[src/hdl/dqr_pkg.sv]
// ----------------------------------------------------------------------------
// dqr_pkg
// Shared types, constants and byte generators of the DNS query rewriter.
// ----------------------------------------------------------------------------
package dqr_pkg;

  // Query buffer size and derived widths
  localparam int BUFFER_BYTES = 128;
  localparam int POS_W        = $clog2(BUFFER_BYTES);
  localparam int LEN_W        = 16;
  localparam logic [POS_W-1:0] POS_LAST = POS_W'(BUFFER_BYTES - 1);
  localparam logic [LEN_W-1:0] BUF_LEN  = LEN_W'(BUFFER_BYTES);

  // Configuration port
  localparam int CFG_IDX_W = 2;
  localparam int CFG_DAT_W = 32;
  localparam logic [CFG_IDX_W-1:0] REG_RESOLVE_ADDR = 2'd0;
  localparam logic [CFG_IDX_W-1:0] REG_MAX_QLEN     = 2'd1;
  localparam logic [7:0]           MAX_QLEN_RESET   = 8'd128;

  // Header byte positions
  localparam logic [3:0] HP_ID_HI = 4'd0;
  localparam logic [3:0] HP_ID_LO = 4'd1;
  localparam logic [3:0] HP_FLAGS = 4'd2;
  localparam logic [3:0] HP_QD_HI = 4'd4;
  localparam logic [3:0] HP_QD_LO = 4'd5;
  localparam logic [3:0] HP_AN_HI = 4'd6;
  localparam logic [3:0] HP_AN_LO = 4'd7;
  localparam logic [3:0] HP_LAST  = 4'd11;
  localparam logic [7:0] FLAGS_RESP = 8'h84;

  // Response sequence index: header 0..11, name end 12, tail 13..16,
  // answer record 17..32
  localparam int KW = 6;
  localparam logic [KW-1:0] K_QNAME = 6'd12;
  localparam logic [KW-1:0] K_ANS   = 6'd17;
  localparam logic [KW-1:0] K_LAST  = 6'd32;
  localparam logic [2:0]    TAIL_BYTES = 3'd4;

  // Command queue
  localparam int Q_DEPTH = 4;
  localparam int QAW     = $clog2(Q_DEPTH);

  typedef enum logic [3:0] {
    PH_HEADER = 4'b0001,
    PH_QNAME  = 4'b0010,
    PH_TAIL   = 4'b0100,
    PH_DONE   = 4'b1000
  } phase_t;

  // One response step: a real byte, optionally followed by a generated run
  typedef struct packed {
    logic [7:0]    real_byte;
    logic          run;
    logic [KW-1:0] start_k;
    logic [15:0]   qcount;
  } cmd_t;

  // Queue status toward the top level
  typedef struct packed {
    logic valid;
    logic full;
  } q_stat_t;

  function automatic logic [7:0] hdr_byte(input logic [3:0] pos, input logic [7:0] b,
                                          input logic [15:0] hold);
    logic [7:0] o;
    case (pos)
      HP_ID_HI, HP_ID_LO, HP_QD_HI, HP_QD_LO: o = b;
      HP_FLAGS: o = FLAGS_RESP | {7'd0, b[0]};
      HP_AN_HI: o = hold[15:8];
      HP_AN_LO: o = hold[7:0];
      default:  o = 8'h00;
    endcase
    return o;
  endfunction

  function automatic logic [7:0] ans_byte(input logic [3:0] off, input logic [31:0] addr);
    logic [7:0] o;
    case (off)
      4'd0:    o = 8'hC0;
      4'd1:    o = 8'h0C;
      4'd3:    o = 8'h01;
      4'd5:    o = 8'h01;
      4'd11:   o = 8'h04;
      4'd12:   o = addr[31:24];
      4'd13:   o = addr[23:16];
      4'd14:   o = addr[15:8];
      4'd15:   o = addr[7:0];
      default: o = 8'h00;
    endcase
    return o;
  endfunction

  function automatic logic [7:0] gen_byte(input logic [KW-1:0] k, input logic [15:0] qc,
                                          input logic [31:0] addr);
    logic [KW-1:0] off;
    logic [7:0]    o;
    off = k - K_ANS;
    if (k < K_QNAME) begin
      o = hdr_byte(k[3:0], 8'h00, qc);
    end else if (k < K_ANS) begin
      o = 8'h00;
    end else begin
      o = ans_byte(off[3:0], addr);
    end
    return o;
  endfunction

endpackage

[src/hdl/dqr_if.sv]
// ----------------------------------------------------------------------------
// dqr_if
// Valid/ready channel interfaces: query bytes, response bytes, register writes.
// ----------------------------------------------------------------------------
interface dqr_in_if;
  import dqr_pkg::*;
  logic             valid;
  logic             ready;
  logic [7:0]       data_byte;
  logic [LEN_W-1:0] packet_length;
  modport source (output valid, data_byte, packet_length, input ready);
  modport sink   (input valid, data_byte, packet_length, output ready);
endinterface

interface dqr_out_if;
  logic       valid;
  logic       ready;
  logic [7:0] out_byte;
  logic       last_out;
  modport source (output valid, out_byte, last_out, input ready);
  modport sink   (input valid, out_byte, last_out, output ready);
endinterface

interface dqr_cfg_if;
  import dqr_pkg::*;
  logic                 valid;
  logic                 ready;
  logic [CFG_IDX_W-1:0] reg_index;
  logic [CFG_DAT_W-1:0] wdata;
  modport source (output valid, reg_index, wdata, input ready);
  modport sink   (input valid, reg_index, wdata, output ready);
endinterface

[src/hdl/dqr_front.sv]
// ----------------------------------------------------------------------------
// dqr_front
// Parses query bytes, applies the length check and header rewrite, and
// issues one command per accepted byte of a kept packet, up to its last tail byte.
// ----------------------------------------------------------------------------
module dqr_front (
  input  logic                  clk,
  input  logic                  rst_n,
  dqr_in_if.sink                in_ch,
  input  logic [7:0]            max_qlen,
  input  logic                  q_full,
  output logic                  cmd_push,
  output dqr_pkg::cmd_t         cmd
);
  import dqr_pkg::*;

  logic [POS_W-1:0] pos_r, pos_nxt;
  logic [LEN_W-1:0] rem_r, rem_nxt;
  phase_t           phase_r, phase_nxt;
  logic [15:0]      hold_r, hold_nxt;
  logic [2:0]       tail_r, tail_nxt;
  logic             drop_r, drop_nxt;

  logic             accept;

  assign in_ch.ready = !q_full;
  assign accept      = in_ch.valid && !q_full;

  // Classify the current byte and build its command
  always_comb begin
    logic             first;
    logic [LEN_W-1:0] len, eff, rem_cur, rem_dec;
    logic [POS_W-1:0] pos_cur;
    phase_t           ph_cur, ph_new;
    logic [15:0]      hold_cur, hold_new;
    logic [2:0]       tail_cur, tail_new;
    logic             drop_cur, tail_fin, end_pkt;
    logic [7:0]       b;

    first    = (rem_r == '0);
    len      = (in_ch.packet_length == '0) ? LEN_W'(1) : in_ch.packet_length;
    eff      = (len > BUF_LEN) ? BUF_LEN : len;
    drop_cur = first ? (eff > {{(LEN_W-8){1'b0}}, max_qlen}) : drop_r;
    rem_cur  = first ? len : rem_r;
    rem_dec  = rem_cur - LEN_W'(1);
    end_pkt  = (rem_dec == '0);
    pos_cur  = first ? '0 : pos_r;
    ph_cur   = first ? PH_HEADER : phase_r;
    hold_cur = first ? 16'h0000 : hold_r;
    tail_cur = first ? 3'd0 : tail_r;
    b        = (pos_cur == POS_LAST) ? 8'h00 : in_ch.data_byte;

    ph_new   = ph_cur;
    hold_new = hold_cur;
    tail_new = tail_cur;
    tail_fin = 1'b0;
    cmd      = '0;

    case (ph_cur)
      PH_HEADER: begin
        cmd.real_byte = hdr_byte(pos_cur[3:0], b, hold_cur);
        if (pos_cur[3:0] == HP_QD_HI) hold_new[15:8] = b;
        if (pos_cur[3:0] == HP_QD_LO) hold_new[7:0]  = b;
        if (pos_cur >= POS_W'(HP_LAST)) ph_new = PH_QNAME;
      end
      PH_QNAME: begin
        cmd.real_byte = b;
        if (b == 8'h00) begin
          ph_new   = PH_TAIL;
          tail_new = TAIL_BYTES;
        end
      end
      PH_TAIL: begin
        cmd.real_byte = b;
        if (tail_cur != 3'd0) tail_new = tail_cur - 3'd1;
        if (tail_new == 3'd0) begin
          tail_fin = 1'b1;
          ph_new   = PH_DONE;
        end
      end
      default: begin
        cmd.real_byte = 8'h00;
      end
    endcase

    // Append the answer, or complete a short packet with generated bytes and the answer
    cmd.qcount = hold_new;
    if (tail_fin) begin
      cmd.run     = 1'b1;
      cmd.start_k = K_ANS;
    end else if (end_pkt) begin
      case (ph_new)
        PH_HEADER: begin
          cmd.run     = 1'b1;
          cmd.start_k = {{(KW-4){1'b0}}, pos_cur[3:0]} + KW'(1);
        end
        PH_QNAME: begin
          cmd.run     = 1'b1;
          cmd.start_k = K_QNAME;
        end
        PH_TAIL: begin
          cmd.run     = 1'b1;
          cmd.start_k = K_ANS - {{(KW-3){1'b0}}, tail_new};
        end
        default: begin
          cmd.run = 1'b0;
        end
      endcase
    end

    cmd_push = accept && !drop_cur && (ph_cur != PH_DONE);

    // Advance the parse state; rewind at end of packet
    if (end_pkt) begin
      pos_nxt   = '0;
      rem_nxt   = '0;
      phase_nxt = PH_HEADER;
      tail_nxt  = 3'd0;
    end else begin
      pos_nxt   = (pos_cur == POS_LAST) ? pos_cur : pos_cur + POS_W'(1);
      rem_nxt   = rem_dec;
      phase_nxt = ph_new;
      tail_nxt  = tail_new;
    end
    hold_nxt = hold_new;
    drop_nxt = drop_cur;
  end

  always_ff @(posedge clk) begin
    if (!rst_n) begin
      pos_r   <= '0;
      rem_r   <= '0;
      phase_r <= PH_HEADER;
      hold_r  <= 16'h0000;
      tail_r  <= 3'd0;
      drop_r  <= 1'b0;
    end else if (accept) begin
      pos_r   <= pos_nxt;
      rem_r   <= rem_nxt;
      phase_r <= phase_nxt;
      hold_r  <= hold_nxt;
      tail_r  <= tail_nxt;
      drop_r  <= drop_nxt;
    end
  end

endmodule

[src/hdl/dqr_fifo.sv]
// ----------------------------------------------------------------------------
// dqr_fifo
// Short command queue between the parser and the response generator.
// ----------------------------------------------------------------------------
module dqr_fifo (
  input  logic              clk,
  input  logic              rst_n,
  input  logic              push,
  input  dqr_pkg::cmd_t     wr_cmd,
  input  logic              pop,
  output dqr_pkg::cmd_t     rd_cmd,
  output dqr_pkg::q_stat_t  stat
);
  import dqr_pkg::*;

  cmd_t           mem_r [Q_DEPTH];
  logic [QAW-1:0] wr_ptr_r, rd_ptr_r;
  logic [QAW:0]   cnt_r, cnt_nxt;
  logic           do_push, do_pop;

  assign stat.valid = (cnt_r != '0);
  assign stat.full  = (cnt_r == (QAW+1)'(Q_DEPTH));
  assign do_push    = push && !stat.full;
  assign do_pop     = pop && stat.valid;
  assign rd_cmd     = mem_r[rd_ptr_r];

  always_comb begin
    cnt_nxt = cnt_r;
    if (do_push && !do_pop) cnt_nxt = cnt_r + (QAW+1)'(1);
    if (!do_push && do_pop) cnt_nxt = cnt_r - (QAW+1)'(1);
  end

  // Store the entry
  always_ff @(posedge clk) begin
    if (do_push) mem_r[wr_ptr_r] <= wr_cmd;
  end

  // Advance pointers and fill count
  always_ff @(posedge clk) begin
    if (!rst_n) begin
      wr_ptr_r <= '0;
      rd_ptr_r <= '0;
      cnt_r    <= '0;
    end else begin
      if (do_push) wr_ptr_r <= wr_ptr_r + QAW'(1);
      if (do_pop)  rd_ptr_r <= rd_ptr_r + QAW'(1);
      cnt_r <= cnt_nxt;
    end
  end

endmodule

[src/hdl/dqr_back.sv]
// ----------------------------------------------------------------------------
// dqr_back
// Expands queued commands into response bytes and drives the output register.
// ----------------------------------------------------------------------------
module dqr_back (
  input  logic              clk,
  input  logic              rst_n,
  input  dqr_pkg::cmd_t     q_cmd,
  input  dqr_pkg::q_stat_t  q_stat,
  output logic              q_pop,
  input  logic [31:0]       resolve_addr,
  dqr_out_if.source         out_ch
);
  import dqr_pkg::*;

  logic          busy_r, busy_nxt;
  logic          pend_r, pend_nxt;
  logic [7:0]    real_r;
  logic          run_r;
  logic [KW-1:0] k_r, k_nxt;
  logic [15:0]   qc_r;
  logic          out_valid_r, out_valid_nxt;
  logic [7:0]    out_byte_r;
  logic          out_last_r;

  logic          slot, emit, fin;
  logic [7:0]    cur_byte;
  logic          cur_last;

  assign out_ch.valid    = out_valid_r;
  assign out_ch.out_byte = out_byte_r;
  assign out_ch.last_out = out_last_r;

  // Pick the next byte of the current command
  assign slot     = !out_valid_r || out_ch.ready;
  assign emit     = busy_r && slot;
  assign cur_byte = pend_r ? real_r : gen_byte(k_r, qc_r, resolve_addr);
  assign cur_last = !pend_r && (k_r == K_LAST);
  assign fin      = pend_r ? !run_r : (k_r == K_LAST);
  assign q_pop    = q_stat.valid && (!busy_r || (emit && fin));

  always_comb begin
    busy_nxt = busy_r;
    pend_nxt = pend_r;
    k_nxt    = k_r;
    if (emit) begin
      if (pend_r) pend_nxt = 1'b0;
      else        k_nxt    = k_r + KW'(1);
      if (fin)    busy_nxt = 1'b0;
    end
    if (q_pop) begin
      busy_nxt = 1'b1;
      pend_nxt = 1'b1;
      k_nxt    = q_cmd.start_k;
    end
    out_valid_nxt = emit ? 1'b1 : (out_valid_r && !out_ch.ready);
  end

  // Hold control state
  always_ff @(posedge clk) begin
    if (!rst_n) begin
      busy_r      <= 1'b0;
      pend_r      <= 1'b0;
      out_valid_r <= 1'b0;
    end else begin
      busy_r      <= busy_nxt;
      pend_r      <= pend_nxt;
      out_valid_r <= out_valid_nxt;
    end
  end

  // Load command payload and output register
  always_ff @(posedge clk) begin
    k_r <= k_nxt;
    if (q_pop) begin
      real_r <= q_cmd.real_byte;
      run_r  <= q_cmd.run;
      qc_r   <= q_cmd.qcount;
    end
    if (emit) begin
      out_byte_r <= cur_byte;
      out_last_r <= cur_last;
    end
  end

endmodule

[src/hdl/dns_query_to_fixed_answer_rewriter_unit.sv]
// ----------------------------------------------------------------------------
// dns_query_to_fixed_answer_rewriter_unit
// Rewrites a streamed DNS query into a response carrying a fixed A record.
// ----------------------------------------------------------------------------
// Channels: in_ch takes one query byte per transfer together with the packet
// length, which is sampled on the first byte of each packet. out_ch gives one
// response byte per transfer; last_out marks the final byte (the last address
// octet). cfg_ch writes register 0 (answer address) or 1 (maximum query
// length); other indexes are ignored. cfg_ch is always ready.
// Throughput: one query byte per cycle. A kept query expands to 16 more
// bytes for the answer record, and a short packet expands on its last byte
// to at most 33 response bytes; the response generator emits one byte per
// cycle while out_ch is ready, so the input stalls once the four-entry
// command queue fills. Dropped (oversized) packets and bytes after the
// answer produce nothing. Each command is registered in the queue and in
// the generator's command registers; its bytes leave via the output register.
// Reset: rst_n, synchronous, clears the parser, the queue and the output
// register and sets address 0 and maximum length 128. When out_ch stalls the
// output byte holds, the queue fills, and then in_ch.ready drops.
// ----------------------------------------------------------------------------
module dns_query_to_fixed_answer_rewriter_unit (
  input  logic      clk,
  input  logic      rst_n,
  dqr_in_if.sink    in_ch,
  dqr_out_if.source out_ch,
  dqr_cfg_if.sink   cfg_ch
);
  import dqr_pkg::*;

  logic [31:0] addr_r;
  logic [7:0]  max_qlen_r;

  logic        cmd_push;
  cmd_t        cmd_in, cmd_head;
  q_stat_t     q_stat;
  logic        q_pop;

  // Configuration registers
  assign cfg_ch.ready = 1'b1;

  always_ff @(posedge clk) begin
    if (!rst_n) begin
      addr_r     <= 32'h0000_0000;
      max_qlen_r <= MAX_QLEN_RESET;
    end else if (cfg_ch.valid) begin
      case (cfg_ch.reg_index)
        REG_RESOLVE_ADDR: addr_r     <= cfg_ch.wdata;
        REG_MAX_QLEN:     max_qlen_r <= cfg_ch.wdata[7:0];
        default: ;
      endcase
    end
  end

  dqr_front u_front (
    .clk      (clk),
    .rst_n    (rst_n),
    .in_ch    (in_ch),
    .max_qlen (max_qlen_r),
    .q_full   (q_stat.full),
    .cmd_push (cmd_push),
    .cmd      (cmd_in)
  );

  dqr_fifo u_fifo (
    .clk    (clk),
    .rst_n  (rst_n),
    .push   (cmd_push),
    .wr_cmd (cmd_in),
    .pop    (q_pop),
    .rd_cmd (cmd_head),
    .stat   (q_stat)
  );

  dqr_back u_back (
    .clk          (clk),
    .rst_n        (rst_n),
    .q_cmd        (cmd_head),
    .q_stat       (q_stat),
    .q_pop        (q_pop),
    .resolve_addr (addr_r),
    .out_ch       (out_ch)
  );

  // Output is empty right after reset
  a_reset_idle: assert property (@(posedge clk) !rst_n |=> !out_ch.valid)
    else $error("output valid after reset");

  // A full queue must stall the input
  a_full_stall: assert property (@(posedge clk) disable iff (!rst_n)
    q_stat.full |-> !in_ch.ready)
    else $error("input ready while command queue full");

  // A queue entry not taken stays queued
  a_queue_hold: assert property (@(posedge clk) disable iff (!rst_n)
    (q_stat.valid && !q_pop) |=> q_stat.valid)
    else $error("command queue lost an entry");

  // The final response byte is the last address octet
  a_last_octet: assert property (@(posedge clk) disable iff (!rst_n)
    (out_ch.valid && out_ch.last_out) |-> (out_ch.out_byte == addr_r[7:0]))
    else $error("final byte differs from address octet");

endmodule

[src/flat_wrapper.sv]
// flat-port wrapper written by rule: the top's interface ports become plain ports
module dns_query_to_fixed_answer_rewriter_unit_flat import dqr_pkg::*;
  (clk, rst_n, in_ch_valid, in_ch_data_byte, in_ch_packet_length, in_ch_ready, out_ch_valid, out_ch_out_byte, out_ch_last_out, out_ch_ready, cfg_ch_valid, cfg_ch_reg_index, cfg_ch_wdata, cfg_ch_ready);
  dqr_in_if in_ch_i ();
  dqr_out_if out_ch_i ();
  dqr_cfg_if cfg_ch_i ();
  input  logic clk;
  input  logic rst_n;
  input wire logic [$bits(in_ch_i.valid)-1:0] in_ch_valid;
  input wire logic [$bits(in_ch_i.data_byte)-1:0] in_ch_data_byte;
  input wire logic [$bits(in_ch_i.packet_length)-1:0] in_ch_packet_length;
  output wire logic [$bits(in_ch_i.ready)-1:0] in_ch_ready;
  output wire logic [$bits(out_ch_i.valid)-1:0] out_ch_valid;
  output wire logic [$bits(out_ch_i.out_byte)-1:0] out_ch_out_byte;
  output wire logic [$bits(out_ch_i.last_out)-1:0] out_ch_last_out;
  input wire logic [$bits(out_ch_i.ready)-1:0] out_ch_ready;
  input wire logic [$bits(cfg_ch_i.valid)-1:0] cfg_ch_valid;
  input wire logic [$bits(cfg_ch_i.reg_index)-1:0] cfg_ch_reg_index;
  input wire logic [$bits(cfg_ch_i.wdata)-1:0] cfg_ch_wdata;
  output wire logic [$bits(cfg_ch_i.ready)-1:0] cfg_ch_ready;
  assign in_ch_i.valid = in_ch_valid;
  assign in_ch_i.data_byte = in_ch_data_byte;
  assign in_ch_i.packet_length = in_ch_packet_length;
  assign in_ch_ready = in_ch_i.ready;
  assign out_ch_valid = out_ch_i.valid;
  assign out_ch_out_byte = out_ch_i.out_byte;
  assign out_ch_last_out = out_ch_i.last_out;
  assign out_ch_i.ready = out_ch_ready;
  assign cfg_ch_i.valid = cfg_ch_valid;
  assign cfg_ch_i.reg_index = cfg_ch_reg_index;
  assign cfg_ch_i.wdata = cfg_ch_wdata;
  assign cfg_ch_ready = cfg_ch_i.ready;
  dns_query_to_fixed_answer_rewriter_unit u_core (.clk(clk), .rst_n(rst_n), .in_ch(in_ch_i), .out_ch(out_ch_i), .cfg_ch(cfg_ch_i));
endmodule
[config.mk]
export PLATFORM = sky130hd
export DESIGN_NAME = dns_query_to_fixed_answer_rewriter_unit_flat
export DESIGN_NICKNAME = d
export VERILOG_FILES = /design/src/hdl/dqr_pkg.sv /design/src/hdl/dqr_if.sv /design/src/hdl/dqr_front.sv /design/src/hdl/dqr_fifo.sv /design/src/hdl/dqr_back.sv /design/src/hdl/dns_query_to_fixed_answer_rewriter_unit.sv /design/src/flat_wrapper.sv
export SDC_FILE = /design/constraint.sdc
export NUM_CORES = 1
export LEC_CHECK = 0
export BUFFER_PORTS_ARGS = -buffer_cell sky130_fd_sc_hd__buf_2
export CORE_UTILIZATION = 35
export DETAILED_ROUTE_END_ITERATION = 12
export SLEW_MARGIN = 30
export SYNTH_ARGS = -nofsm -noshare
export SYNTH_HDL_FRONTEND = slang
export SYNTH_SLANG_ARGS = --single-unit
[constraint.sdc]
create_clock -name clk -period 5.2 [get_ports clk]
set_input_delay 1.04 -clock clk [delete_from_list [all_inputs] [get_ports clk]]
set_output_delay 1.04 -clock clk [all_outputs]
set_load 0.005 [all_outputs]
# Yosys cells after proc, flatten, opt, wreduce, memory -nomap -nowiden
# Memories as Yosys holds them, arrays and structs flattened. A register that Yosys moved wholly into a read port is not among the register bits.
# Cells that the tools add are included.
# op_classes
n_reduce_logical	44
n_eq_ne	29
addsub	11
n_div	0
multipliers	0
bitwise_logic	0
n_lt_le_gt_ge	5
muxes	54
n_shift	0
# ops
op	n
16-bit 2-to-1 mux	6
8-bit one-hot mux with 8 select lines	1
16-bit zero test	3
8-bit 2-to-1 mux	6
4-bit by 3-bit equality test with 1-bit output, second input constant	9
7-bit 2-to-1 mux	5
8-bit one-hot mux with 4 select lines	1
8-bit one-hot mux with 3 select lines	1
3-bit 2-to-1 mux	7
4-bit by 2-bit equality test with 1-bit output, second input constant	5
4-bit equality test, second input constant	5
4-bit 2-to-1 mux	5
6-bit 2-to-1 mux	3
6-bit one-hot mux with 3 select lines	1
4-bit by 1-bit equality test with 1-bit output, second input constant	4
16-bit by 8-bit greater-than comparator with 1-bit output	1
16-bit by 8-bit greater-than comparator with 1-bit output, second input constant	1
8-bit one-hot mux with 2 select lines	1
16-bit by 1-bit subtractor with 16-bit output, second input constant	1
1-bit 2-to-1 mux	13
1-bit logical AND	12
4-bit one-hot mux with 3 select lines	1
1-bit zero test	9
4-bit zero test	2
other kinds (29)	40
# word_totals
out_inout_bits	12
mem_bits_rw	124
register_bits	137
latch_bits	0
rom_bits	0
word_cells	164
mem_count	1
# mem_list
name	words	word_bits	read_ports	rd_clocked_by_memory_dff	write_ports	line	source
u_core.u_fifo.mem_r	4	31	1	1	1	dqr_fifo.sv:16	cmd_t mem_r [Q_DEPTH];

# Depth between registers and ports, before layout
# Gate-level depths: netlist of run 1.
# depth
word_depth	13
ltp_mapped	21
depth_no_buf	20

# Hierarchy
# From an unflattened synthesis of run 1, not the netlist that was laid out.
# unflattened
hier_cells	1136
hier_area_um2	12958.7
# by_module_without_submodules
module	instances	seq_area_each_um2	cells_per_inst	area_each_um2
dqr_fifo	1	3903.7	213	4986.0
dqr_front	1	940.9	551	3972.6
dqr_back	1	1261.2	202	2363.5
dns_query_to_fixed_answer_rewriter_unit	1	800.8	170	1636.6

# Worst setup path before layout of run 1
# No wires, ideal clock.
# synth_timing
path_kind	input port to flip-flop
startpoint	input in_ch_packet_length[4]
endpoint	memory u_core.u_fifo.mem_r[0][0] in the netlist's numbering (enable)
t_arrival_ns	4.715
slack_ns	0.095
setup_time_ns	0.390
t_required_ns	4.810
n_path_buf	1
stages	15
cell_sequence	or3_1 nor3_1 nand2_1 a2111oi_0 and2_1 ha_1 nor2b_1 o21a_1 o21a_1 o21ai_0 a21oi_1 o21ai_0 and3_1 clkbuf_1 and2_1
# synth_via
elab_chain_cells	12
# synth_lines
item	line	source
from (decl)	flat_wrapper.sv:11	input wire logic [$bits(in_ch_i.packet_length)-1:0] in_ch_packet_length;
16-bit zero test	dqr_front.sv:41	len = (in_ch.packet_length == '0) ? LEN_W'(1) : in_ch.packet_length;
16-bit 2-to-1 mux *	dqr_front.sv:41	
16-bit by 8-bit greater-than comparator with 1-bit output	dqr_front.sv:42	eff = (len > BUF_LEN) ? BUF_LEN : len;
16-bit 2-to-1 mux *	dqr_front.sv:42	
16-bit by 8-bit greater-than comparator with 1-bit output *	dqr_front.sv:43	drop_cur = first ? (eff > {{(LEN_W-8){1'b0}}, max_qlen}) : drop_r;
1-bit 2-to-1 mux *	dqr_front.sv:43	
1-bit zero test *	dqr_front.sv:111	cmd_push = accept && !drop_cur && (ph_cur != PH_DONE);
1-bit logical AND * (2 in a row)	dqr_front.sv:111	
1-bit logical AND *	dqr_fifo.sv:23	assign do_push = push && !stat.full;
1-bit 2-to-1 mux *	dqr_fifo.sv:35	if (do_push) mem_r[wr_ptr_r] <= wr_cmd;
1-bit 2-to-1 mux (not written as such) *	dqr_fifo.sv:35	
to (decl)	dqr_fifo.sv:16	
# Mark *: on every way between the ends. The rest lies on a longest branch, timed or not.

==> results.py, run 1 <==
metrics = {
    "clock_network": {
        "cts_tree": "built",
        "cts_buffer_depth": 3,
        "h-tree-depth": 1,
        "clock_sinks": 259,
        "cts_hold_buf": 0,
        "cts.clk_slew.worst_paths_ps": 60,
        "cts-root-buf": "clkbuf_16",
        "post_cts_resized": 0,
        "numCtsBuffers": 29,
        "cts_setup_buffers": 0,
        "clk_latency_ps": 530,
    },
    "floorplan": {
        "rows": 67,
        "die_width_um": 188,
        "fp.coreArea_um2": 33800,
        "initial_utilization_pct": 35.8,
        "num_io_pins": 75,
        "die_h_um": 188,
        "die_area_um2": 35300,
    },
    "drt": {
        "num_vias": 8705,
        "firstDrtPassIters": 5,
        "vias_per_cell": 5.28,
        "initialDrtViolationCount": 744,
        "wl_per_cell_um": 16.9,
        "routed_wl_um": 28000,
        "ant_nets": 0,
        "drc": 0,
    },
    "yosys": {
        "yosysWarnings": 0,
        "seq_area_frac_synth_pct": 56.1,
        "async_flop_share_pct": 0,
        "netlist_area_um2": 12100,
        "synthSimpleGateAreaFrac_pct": 15.3,
        "synth-adder-area-share_pct": 2.96,
        "synth_nets": 1214,
        "synth_edf_count": 160,
        "synthMuxAreaShare_pct": 6.51,
        "postSynthCellCount": 1123,
        "synth.avg_cell_area_um2": 10.8,
        "synthXorXnorAreaFrac_pct": 1.45,
        "yosysUniqueCellTypes": 76,
        "synth_compound_area_share_pct": 14.5,
        "synth_flop_cell": "edfxtp_1",
        "synth_top_family_by_area": "simple AND/OR/NAND/NOR gates",
        "ys_seq_elements": 259,
    },
    "layout": {
        "fin_nets": 1273,
        "syn_to_final_growth_pct": 14.9,
        "layout-drive-gt1-share_pct": 16.0,
        "antenna_cells": 0,
    },
    "setup_path": {
        "cpPeakStageDelay_ps": 620,
        "endpoint_kind": "flop",
        "critPathMostFrequentCell": "nand2_1",
        "slowest_stage": "a2111oi_2",
        "critical-path-top-delay-family": "compound AO/OA/AOI/OAI gates",
        "start_kind": "flop",
        "cp.arrival_ps": 5040,
        "required_ps": 5460,
        "path_cells": "nor3_1 -> buf_4 -> and2_1 -> nand2_1 -> buf_4 -> nand2_1 -> inv_1 -> ha_1 -> nand3_1 -> a2111oi_2 -> o211a_1 -> mux2_2 -> o22a_1 -> ha_1 -> nand2_1 -> o21ai_0",
        "crit_fanout": 24,
        "cp_num_buf_inv": 3,
        "critPathKind": "flop to flop",
    },
    "placed_design": {
        "hpwlAfterDp_um": 19400,
        "port_buffers": 73,
        "gp_congestion": 0.906,
    },
    "power": {
        "ir_drop_uv": 337,
        "power.switching_mw": 2.52,
        "p_clk_share_pct": 26.5,
        "seq_power_share_pct": 40.2,
        "leakagePower_nw": 4.85,
        "sw_frac_of_total_pct": 34.3,
        "combinationalPowerShare_pct": 33.4,
        "powerDensity_nw_per_um2": 528,
        "p_int_mw": 4.83,
    },
    "timing": {
        "fin_skew_ps": 11.6,
        "holdWs_ps": 456,
        "fin_crit_sh_pct": 92.0,
        "setup_viol": 0,
        "rsz0062_at_grt": "false",
        "tns_ps": 0,
        "clock.fmax_ghz": 0.209,
        "worst_pin_slew_ps": 828,
        "period_minus_slack_ps": 4780,
        "finalHoldViolCount": 0,
        "slew_headroom_pct": 44.8,
        "slew_viol_final": 0,
    },
    "global_routing": {
        "grt_first_pass_wirelength_um": 45800,
        "first_global_vias": 8437,
        "grt_max_degree": 61,
        "grt_overflow": 0,
        "grtUsageTotal_pct": 16.0,
        "antenna_found_initial": 1,
    },
    "outcome": {
        "status": "finished, final reports clean",
    },
    "flow_run": {
        "cap_violations": 0,
    },
    "min_path": {
        "hold_path.class": "flop to flop",
    },
}
==> synthesized netlist by cell type (all sizes together), types with 10 or more instances <==
library cell    n  area (um^2)
a21oi         102          510
a22oi          23          173
a31oi          13         81.3
and2           14         87.6
buf            16         72.6
clkbuf         52          195
dfxtp          99         1980
edfxtp        160         4800
ha             27          338
inv            30          113
mux4           30          676
nand2         167          632
nand3          36          190
nor2           82          315
nor3           20          100
o21ai          64          320
o22ai          13         81.3
or3            11         68.8
or4            10         82.6
xnor2          13          114
==> layout make-up <==
cell class              count  area (um^2)
fillers                  3242        19900
clock buffers              35          748
repair buffers             96          586
inverters                  31          116
flip-flops and latches    259         6790
multi-input cells         765         4950
clock inverters            16          164
well taps                 448          561
==> per-layer routing <==
metal	vias up	track usage (%)	wire, um
met5	-	0	10
met3	46	2.32	1140
met2	216	25.3	12600
met4	2	4.94	763
met1	4154	22.6	13400
li1	4287	-	-
==> sequential cells by signal, indices dropped and copies added, names as in the netlist, 2 cells and up, named ones only <==
signal,flops
u_core.u_fifo.mem_r,120
u_core.addr_r,32
u_core.u_back.qc_r,16
u_core.u_front.hold_r,16
u_core.u_front.rem_r,16
u_core.max_qlen_r,8
u_core.u_back.out_ch.out_byte,8
u_core.u_back.real_r,8
u_core.u_front.pos_r,7
u_core.u_back.k_r,6
u_core.u_front.phase_r,4
u_core.u_fifo.cnt_r,3
u_core.u_front.tail_r,3
u_core.u_fifo.rd_ptr_r,2
u_core.u_fifo.wr_ptr_r,2
==> logic make-up after synthesis <==
logic type      Yosys count
simple gates            392
mux                      41
xor+xnor                 20
buf+inv                  99
other cells               1
fa+ha+maj                28
compound gates          283
flops                   259
==> power groups by stage <==
stage	clock, mW	combinational [mW]	sequential [mW]
final	1.94	2.45	2.95
after global routing	2.08	2.71	3.01
after CTS	2.00	2.45	2.95
after detailed placement	0	2.43	3.00
after global placement	0	2.41	2.98
after floorplan	0	1.81	2.90
==> cell usage in the layout (no fill, tap or decap), types with 20 or more instances in the layout <==
master / Yosys / final
a21oi_1: 102 / 102
a22oi_1: 23 / 23
buf_2: 4 / 73
clkbuf_16: 0 / 29
dfxtp_1: 99 / 97
edfxtp_1: 160 / 160
ha_1: 27 / 27
inv_1: 30 / 30
mux4_2: 30 / 30
nand2_1: 165 / 165
nand3_1: 34 / 34
nor2_1: 81 / 81
nor3_1: 20 / 20
o21ai_0: 61 / 60
==> worst reg2reg max path, stage by stage, from the launching register on <==
cell and delay [ps]:
dfxtp_1 370, nor3_1 70, buf_4 160, and2_1 260, nand2_1 240, buf_4 320, nand2_1 140, inv_1 90
ha_1 560, nand3_1 200, a2111oi_2 620, o211a_1 380, mux2_2 210, o22a_1 180, ha_1 170, nand2_1 50
o21ai_0 490
==> path summary, 6_finish.rpt <==
kind                                 to  slack [ps]  depth (start not counted)                      from
max reg2reg  u_core.u_fifo.mem_r[0][20]         420                         16  u_core.u_front.rem_r[12]
min                   u_core.addr_r[17]         460                          2         u_core.addr_r[17]
max          u_core.u_fifo.mem_r[0][20]         420                         16  u_core.u_front.rem_r[12]
min reg2reg           u_core.addr_r[17]         460                          2         u_core.addr_r[17]
==> through the flow <==
| stage | power, mW | worst slack, ps | instance area, um^2 | std cells | util [%] |
|---|---|---|---|---|---|
| floorplan | 4.70 | 95.4 | 12100 | 1123 | - |
| finish | 7.35 | 418 | 13900 | 1650 | 41.2 |
| detailed placement | 5.43 | 121 | 13000 | 1598 | 38.4 |
| CTS | 7.40 | 461 | 13900 | 1649 | 41.1 |
| global route | 7.80 | 7.28 | 13900 | 1650 | 41.2 |
| global placement | 5.40 | 213 | 13000 | 1598 | 38.4 |
No activity file was read; power rests on OpenSTA's default activity.
==> inputs of run 2 (changes only) <==
--- a/config.mk
+++ b/config.mk
@@ -8,6 +8,7 @@
 export BUFFER_PORTS_ARGS = -buffer_cell sky130_fd_sc_hd__buf_2
 export CORE_UTILIZATION = 35
 export DETAILED_ROUTE_END_ITERATION = 12
+export SKIP_LAST_GASP = 1
 export SLEW_MARGIN = 30
 export SYNTH_ARGS = -nofsm -noshare
 export SYNTH_HDL_FRONTEND = slang
==> constraint.sdc (replaced) <==
create_clock -name clk -period 4.8 [get_ports clk]
set_input_delay 0.96 -clock clk [delete_from_list [all_inputs] [get_ports clk]]
set_output_delay 0.96 -clock clk [all_outputs]
set_load 0.005 [all_outputs]
==> results.py, run 2 (same netlist as run 1, synthesis figures left out) <==
metrics = {
    "outcome": {
        "status": "finished, final reports clean",
    },
    "placed_design": {
        "hpwlAfterDp_um": 19800,
        "place_area_um2": 13100,
        "port_buffers": 73,
        "gp_congestion": 0.858,
    },
    "timing": {
        "clock.fmax_ghz": 0.225,
        "fin_skew_ps": 10.8,
        "period_minus_slack_ps": 4440,
        "holdWs_ps": 460,
        "slew_headroom_pct": 44.8,
        "setup_viol": 0,
        "worst_pin_slew_ps": 819,
        "slew_viol_final": 0,
        "fin_crit_sh_pct": 92.5,
        "rsz0062_at_grt": "false",
        "finalHoldViolCount": 0,
    },
    "setup_path": {
        "critical-path-top-delay-family": "simple AND/OR/NAND/NOR gates",
        "start_kind": "input pin",
        "r2r-end": "u_core.u_fifo.mem_r[2][18]",
        "required_ps": 5260,
        "critPathKind": "input pin to flop",
        "path_cells": "buf_2 -> or3_1 -> nor3_1 -> nand2_1 -> a2111oi_1 -> buf_4 -> and2_1 -> ha_1 -> nor2b_1 -> o21a_1 -> o21a_1 -> o21ai_0 -> a21oi_1 -> o21ai_0 -> and3_1 -> inv_1 -> ha_1 -> inv_1 -> fa_1 -> xor2_1 -> or3_1 -> a21oi_1",
        "endpoint_kind": "flop",
        "slowest_stage": "a2111oi_1",
        "crit_fanout": 5,
        "r2r_start": "u_core.u_front.rem_r[12]",
        "cp_num_buf_inv": 4,
        "cp.arrival_ps": 4900,
        "cpPeakStageDelay_ps": 460,
        "reg2reg_depth": 15,
        "r2r_slack_ps": 420,
    },
    "layout": {
        "regMostFlops": "u_core.u_fifo.mem_r",
        "fill_cells": 3184,
        "final_common_cell": "nand2_1",
        "largest_reg_flops": 120,
        "final_cell_mix": "nand2_1, edfxtp_1, a21oi_1",
        "fin_nets": 1289,
        "reg.largest.list": "u_core.u_fifo.mem_r: 120 flops, u_core.addr_r: 32 flops",
        "syn_to_final_growth_pct": 16.8,
        "layout-drive-gt1-share_pct": 17.6,
        "antenna_cells": 0,
        "finalInstanceArea_um2": 14100,
    },
    "floorplan": {
        "num_io_pins": 75,
        "die_h_um": 188,
        "die_width_um": 188,
        "rows": 67,
        "die_area_um2": 35300,
        "fp.coreArea_um2": 33800,
        "initial_utilization_pct": 35.8,
    },
    "clock_network": {
        "cts.clk_slew.worst_paths_ps": 60,
        "clock_sinks": 259,
        "post_cts_resized": 0,
        "numCtsBuffers": 28,
        "h-tree-depth": 1,
        "cts_hold_buf": 0,
        "cts-root-buf": "clkbuf_16",
        "cts_tree": "built",
        "clk_latency_ps": 540,
        "cts_buffer_depth": 3,
        "cts_setup_buffers": 0,
    },
    "global_routing": {
        "met1_usage_pct": 22.6,
        "grt_first_pass_wirelength_um": 46000,
        "antenna_found_initial": 1,
        "grtUsageTotal_pct": 16.0,
        "first_global_vias": 8500,
        "grt_overflow": 0,
        "met2_usage_pct": 25.6,
        "grtUsageMet3_pct": 2.45,
        "top_usage_layer": "met2",
        "grt_max_degree": 56,
    },
    "power": {
        "powerDensity_nw_per_um2": 581,
        "p_int_mw": 5.45,
        "p_clk_share_pct": 28.2,
        "ir_drop_uv": 308,
        "seq_power_share_pct": 38.9,
        "sw_frac_of_total_pct": 33.6,
        "leakagePower_nw": 4.97,
        "power.switching_mw": 2.76,
        "combinationalPowerShare_pct": 32.8,
        "p_total_mw": 8.21,
    },
    "min_path": {
        "min_from": "u_core.addr_r[30]",
        "hold_path_end": "u_core.addr_r[30]",
        "whs_path_depth": 2,
        "hold_path.class": "flop to flop",
    },
    "flow_run": {
        "cap_violations": 0,
    },
    "drt": {
        "wl_per_cell_um": 16.9,
        "num_vias": 8798,
        "ant_nets": 0,
        "firstDrtPassIters": 5,
        "initialDrtViolationCount": 709,
        "routed_wl_um": 28200,
        "vias_per_cell": 5.28,
        "drc": 0,
    },
}
-- run 2: worst max-delay path by stage --
stage,from,to,slack [ps],depth (start not counted)
after floorplan,in_ch_packet_length[4],u_core.u_fifo.cnt_r[2],5,21
after global placement,in_ch_packet_length[4],u_core.u_fifo.cnt_r[2],0.08,22
after detailed placement,in_ch_packet_length[4],u_core.u_fifo.cnt_r[2],-180,22
after CTS,in_ch_packet_length[4],u_core.u_fifo.cnt_r[2],370,22
after global routing,in_ch_packet_length[4],u_core.u_fifo.cnt_r[2],40,22
final,in_ch_packet_length[4],u_core.u_fifo.cnt_r[2],360,22
-- run 2: routing by layer --
layer | wire length [um] | vias up
met5 | 10 | -
met4 | 643 | 2
met3 | 1330 | 45
met2 | 12800 | 199
met1 | 13500 | 4227
li1 | - | 4325
-- run 2: area by class of cell --
class                   instances  area [um^2]  area share, %
clock inverters                14          228           1.61
well taps                     448          561           3.97
inverters                      31          116          0.823
clock buffers                  37          776           5.49
multi-input cells             765         4950           35.0
repair buffers                113          713           5.05
flip-flops and latches        259         6790           48.0
-- run 2: worst register-to-register path, stage by stage, from the launching register on --
cell,delay [ps]
dfxtp_1,370
nor3_1,70
buf_4,160
and2_1,260
nand2_1,180
nand2_1,150
inv_1,120
ha_1,580
nand3_1,210
a2111oi_2,670
o211a_1,370
mux2_2,200
o22a_1,180
ha_1,240
a22oi_1,190
a21oi_1,150
-- run 2: power by group through the flow --
stage / Clock, mW / Sequential (mW) / Combinational, mW
floorplan: 0 / 3.13 / 1.96
global placement: 0 / 3.23 / 2.65
detailed placement: 0 / 3.25 / 2.68
CTS: 2.37 / 3.20 / 2.69
global route: 2.46 / 3.25 / 2.98
finish: 2.32 / 3.20 / 2.70
-- run 2: stage by stage --
step / setup WS (ps) / setup TNS [ps] / std cells / util (%)
3_5_place_dp: -181 / -281 / 1615 / 38.8
4_1_cts: 365 / 0 / 1666 / 41.8
2_1_floorplan: 4.85 / 0 / 1123 / -
5_1_grt: 35.8 / 0 / 1667 / 41.8
6_report: 362 / 0 / 1667 / 41.8
3_3_place_gp: 0.0782 / 0 / 1615 / 38.8
==> inputs of run 3 (changes only) <==
--- a/config.mk
+++ b/config.mk
@@ -6,8 +6,11 @@
 export NUM_CORES = 1
 export LEC_CHECK = 0
 export BUFFER_PORTS_ARGS = -buffer_cell sky130_fd_sc_hd__buf_2
+export CELL_PAD_IN_SITES_DETAIL_PLACEMENT = 1
+export CELL_PAD_IN_SITES_GLOBAL_PLACEMENT = 2
 export CORE_UTILIZATION = 35
 export DETAILED_ROUTE_END_ITERATION = 12
+export PLACE_DENSITY_LB_ADDON = 0.1
 export SKIP_LAST_GASP = 1
 export SLEW_MARGIN = 30
 export SYNTH_ARGS = -nofsm -noshare
==> results.py, run 3 (same netlist as run 1, synthesis figures left out) <==
metrics = {
    "placed_design": {
        "gp_congestion": 0.778,
        "port_buffers": 73,
        "hpwlAfterDp_um": 23400,
        "place_area_um2": 13300,
    },
    "setup_path": {
        "cp_num_buf_inv": 4,
        "start_kind": "input pin",
        "endpoint_kind": "flop",
        "r2r_slack_ps": 420,
        "critPathKind": "input pin to flop",
        "cp.arrival_ps": 4880,
        "reg2reg_depth": 14,
        "cpPeakStageDelay_ps": 410,
        "r2r-end": "u_core.u_fifo.mem_r[0][19]",
        "required_ps": 5280,
        "crit_fanout": 5,
        "critical-path-top-delay-family": "simple AND/OR/NAND/NOR gates",
        "slowest_stage": "a2111oi_2",
        "cp.depth": 22,
        "path_cells": "buf_2 -> or3_1 -> nor3_1 -> nand2_1 -> a2111oi_2 -> buf_4 -> and2_1 -> ha_1 -> nor2b_1 -> o21a_1 -> o21a_1 -> o21ai_0 -> a21oi_1 -> o21ai_0 -> and3_1 -> inv_1 -> ha_1 -> inv_1 -> fa_1 -> xor2_1 -> or3_1 -> a21oi_1",
        "r2r_start": "u_core.u_front.rem_r[4]",
    },
    "power": {
        "powerDensity_nw_per_um2": 598,
        "leakagePower_nw": 5.06,
        "ir_drop_uv": 291,
        "p_total_mw": 8.57,
    },
    "drt": {
        "firstDrtPassIters": 5,
        "num_vias": 8908,
        "initialDrtViolationCount": 480,
        "vias_per_cell": 5.30,
        "ant_nets": 0,
        "wl_per_cell_um": 19.8,
        "drc": 0,
        "routed_wl_um": 33200,
    },
    "clock_network": {
        "numCtsBuffers": 29,
        "cts_setup_buffers": 0,
        "post_cts_resized": 0,
        "cts_hold_buf": 0,
        "cts-root-buf": "clkbuf_16",
        "clk_latency_ps": 560,
        "cts_buffer_depth": 3,
        "cts.clk_slew.worst_paths_ps": 60,
        "clock_sinks": 259,
        "h-tree-depth": 1,
        "cts_tree": "built",
    },
    "layout": {
        "regMostFlops": "u_core.u_fifo.mem_r",
        "largest_reg_flops": 120,
        "syn_to_final_growth_pct": 18.4,
        "reg.largest.list": "u_core.u_fifo.mem_r: 120 flops, u_core.addr_r: 32 flops",
        "final_cell_mix": "nand2_1, edfxtp_1, a21oi_1",
        "fin_nets": 1300,
        "multi_input_area_um2": 4970,
        "regArea_um2": 6790,
        "fill_cells": 3708,
        "final_common_cell": "nand2_1",
        "finalInstanceArea_um2": 14300,
        "antenna_cells": 0,
        "layout-drive-gt1-share_pct": 18.8,
        "post-route-util_pct": 42.4,
    },
    "floorplan": {
        "die_h_um": 188,
        "die_area_um2": 35300,
        "rows": 67,
        "die_width_um": 188,
        "num_io_pins": 75,
        "fp.coreArea_um2": 33800,
        "initial_utilization_pct": 35.8,
    },
    "min_path": {
        "min_from": "u_core.addr_r[22]",
        "whs_path_depth": 2,
        "hold_path.class": "flop to flop",
        "hold_path_end": "u_core.addr_r[22]",
    },
    "timing": {
        "slew_headroom_pct": 38.8,
        "rsz0062_at_grt": "false",
        "setup_viol": 0,
        "slew_viol_final": 0,
        "period_minus_slack_ps": 4410,
        "worst_pin_slew_ps": 908,
        "finalHoldViolCount": 0,
        "fin_crit_sh_pct": 91.8,
        "clock.fmax_ghz": 0.227,
        "fin_skew_ps": 11.9,
    },
    "global_routing": {
        "antenna_found_initial": 0,
        "first_global_vias": 9255,
        "grt_overflow": 0,
        "grt_max_degree": 87,
        "grt_first_pass_wirelength_um": 53100,
        "grtUsageTotal_pct": 19.1,
    },
    "outcome": {
        "status": "finished, final reports clean",
    },
    "flow_run": {
        "cap_violations": 0,
    },
}
==> run 3: layer usage <==
layer	GRT usage (%)	routed length (um)	vias up
met1	26.8	16200	4399
li1	-	-	4345
met4	4.13	500	0
met2	31.4	15500	132
met5	0	0	-
met3	2.40	979	32
==> run 3: where the power goes <==
| part | internal, mW | leakage [nW] | switching [mW] |
|---|---|---|---|
| sequential | 2.96 | 2.33 | 0.273 |
| combinational | 1.15 | 2.23 | 1.78 |
| clock | 1.46 | 0.507 | 0.950 |
==> run 3: worst reg2reg max path: cells and delay by family, from the launching register on <==
kind	cells	cell delay [ps]
AO/OA/AOI/OAI	4	980
adder cells (fa/ha/maj)	2	630
buffers and inverters	1	80
flip-flops	1	370
multiplexers	1	290
AND/OR/NAND/NOR	6	1820
==> run 3: worst max-delay path by stage <==
stage                                      start                      to  slack, ps
after floorplan           in_ch_packet_length[4]  u_core.u_fifo.cnt_r[2]          5
after global placement    in_ch_packet_length[4]  u_core.u_fifo.cnt_r[2]        -50
after detailed placement  in_ch_packet_length[4]  u_core.u_fifo.cnt_r[2]       -290
after CTS                 in_ch_packet_length[4]  u_core.u_fifo.cnt_r[2]        270
after global routing      in_ch_packet_length[4]  u_core.u_fifo.cnt_r[2]         30
final                     in_ch_packet_length[4]  u_core.u_fifo.cnt_r[2]        390
==> run 3: final cells by class <==
class,count,share of cell area (%)
multi-input combinational,765,34.7
inverter,31,0.812
clock inverter,19,1.74
clock buffer,35,5.57
sequential,259,47.4
timing repair buffer,123,5.89
tap,448,3.91
==> run 3: metrics by stage <==
step	std cells	setup TNS, ps	hold slack [ps]	setup WS, ps
3_5_place_dp	1626	-2560	450	-288
5_1_grt	1680	0	476	33.0
6_report	1680	0	456	395
4_1_cts	1680	0	458	272
3_3_place_gp	1626	-53.0	437	-53.0
2_1_floorplan	1123	0	425	4.85
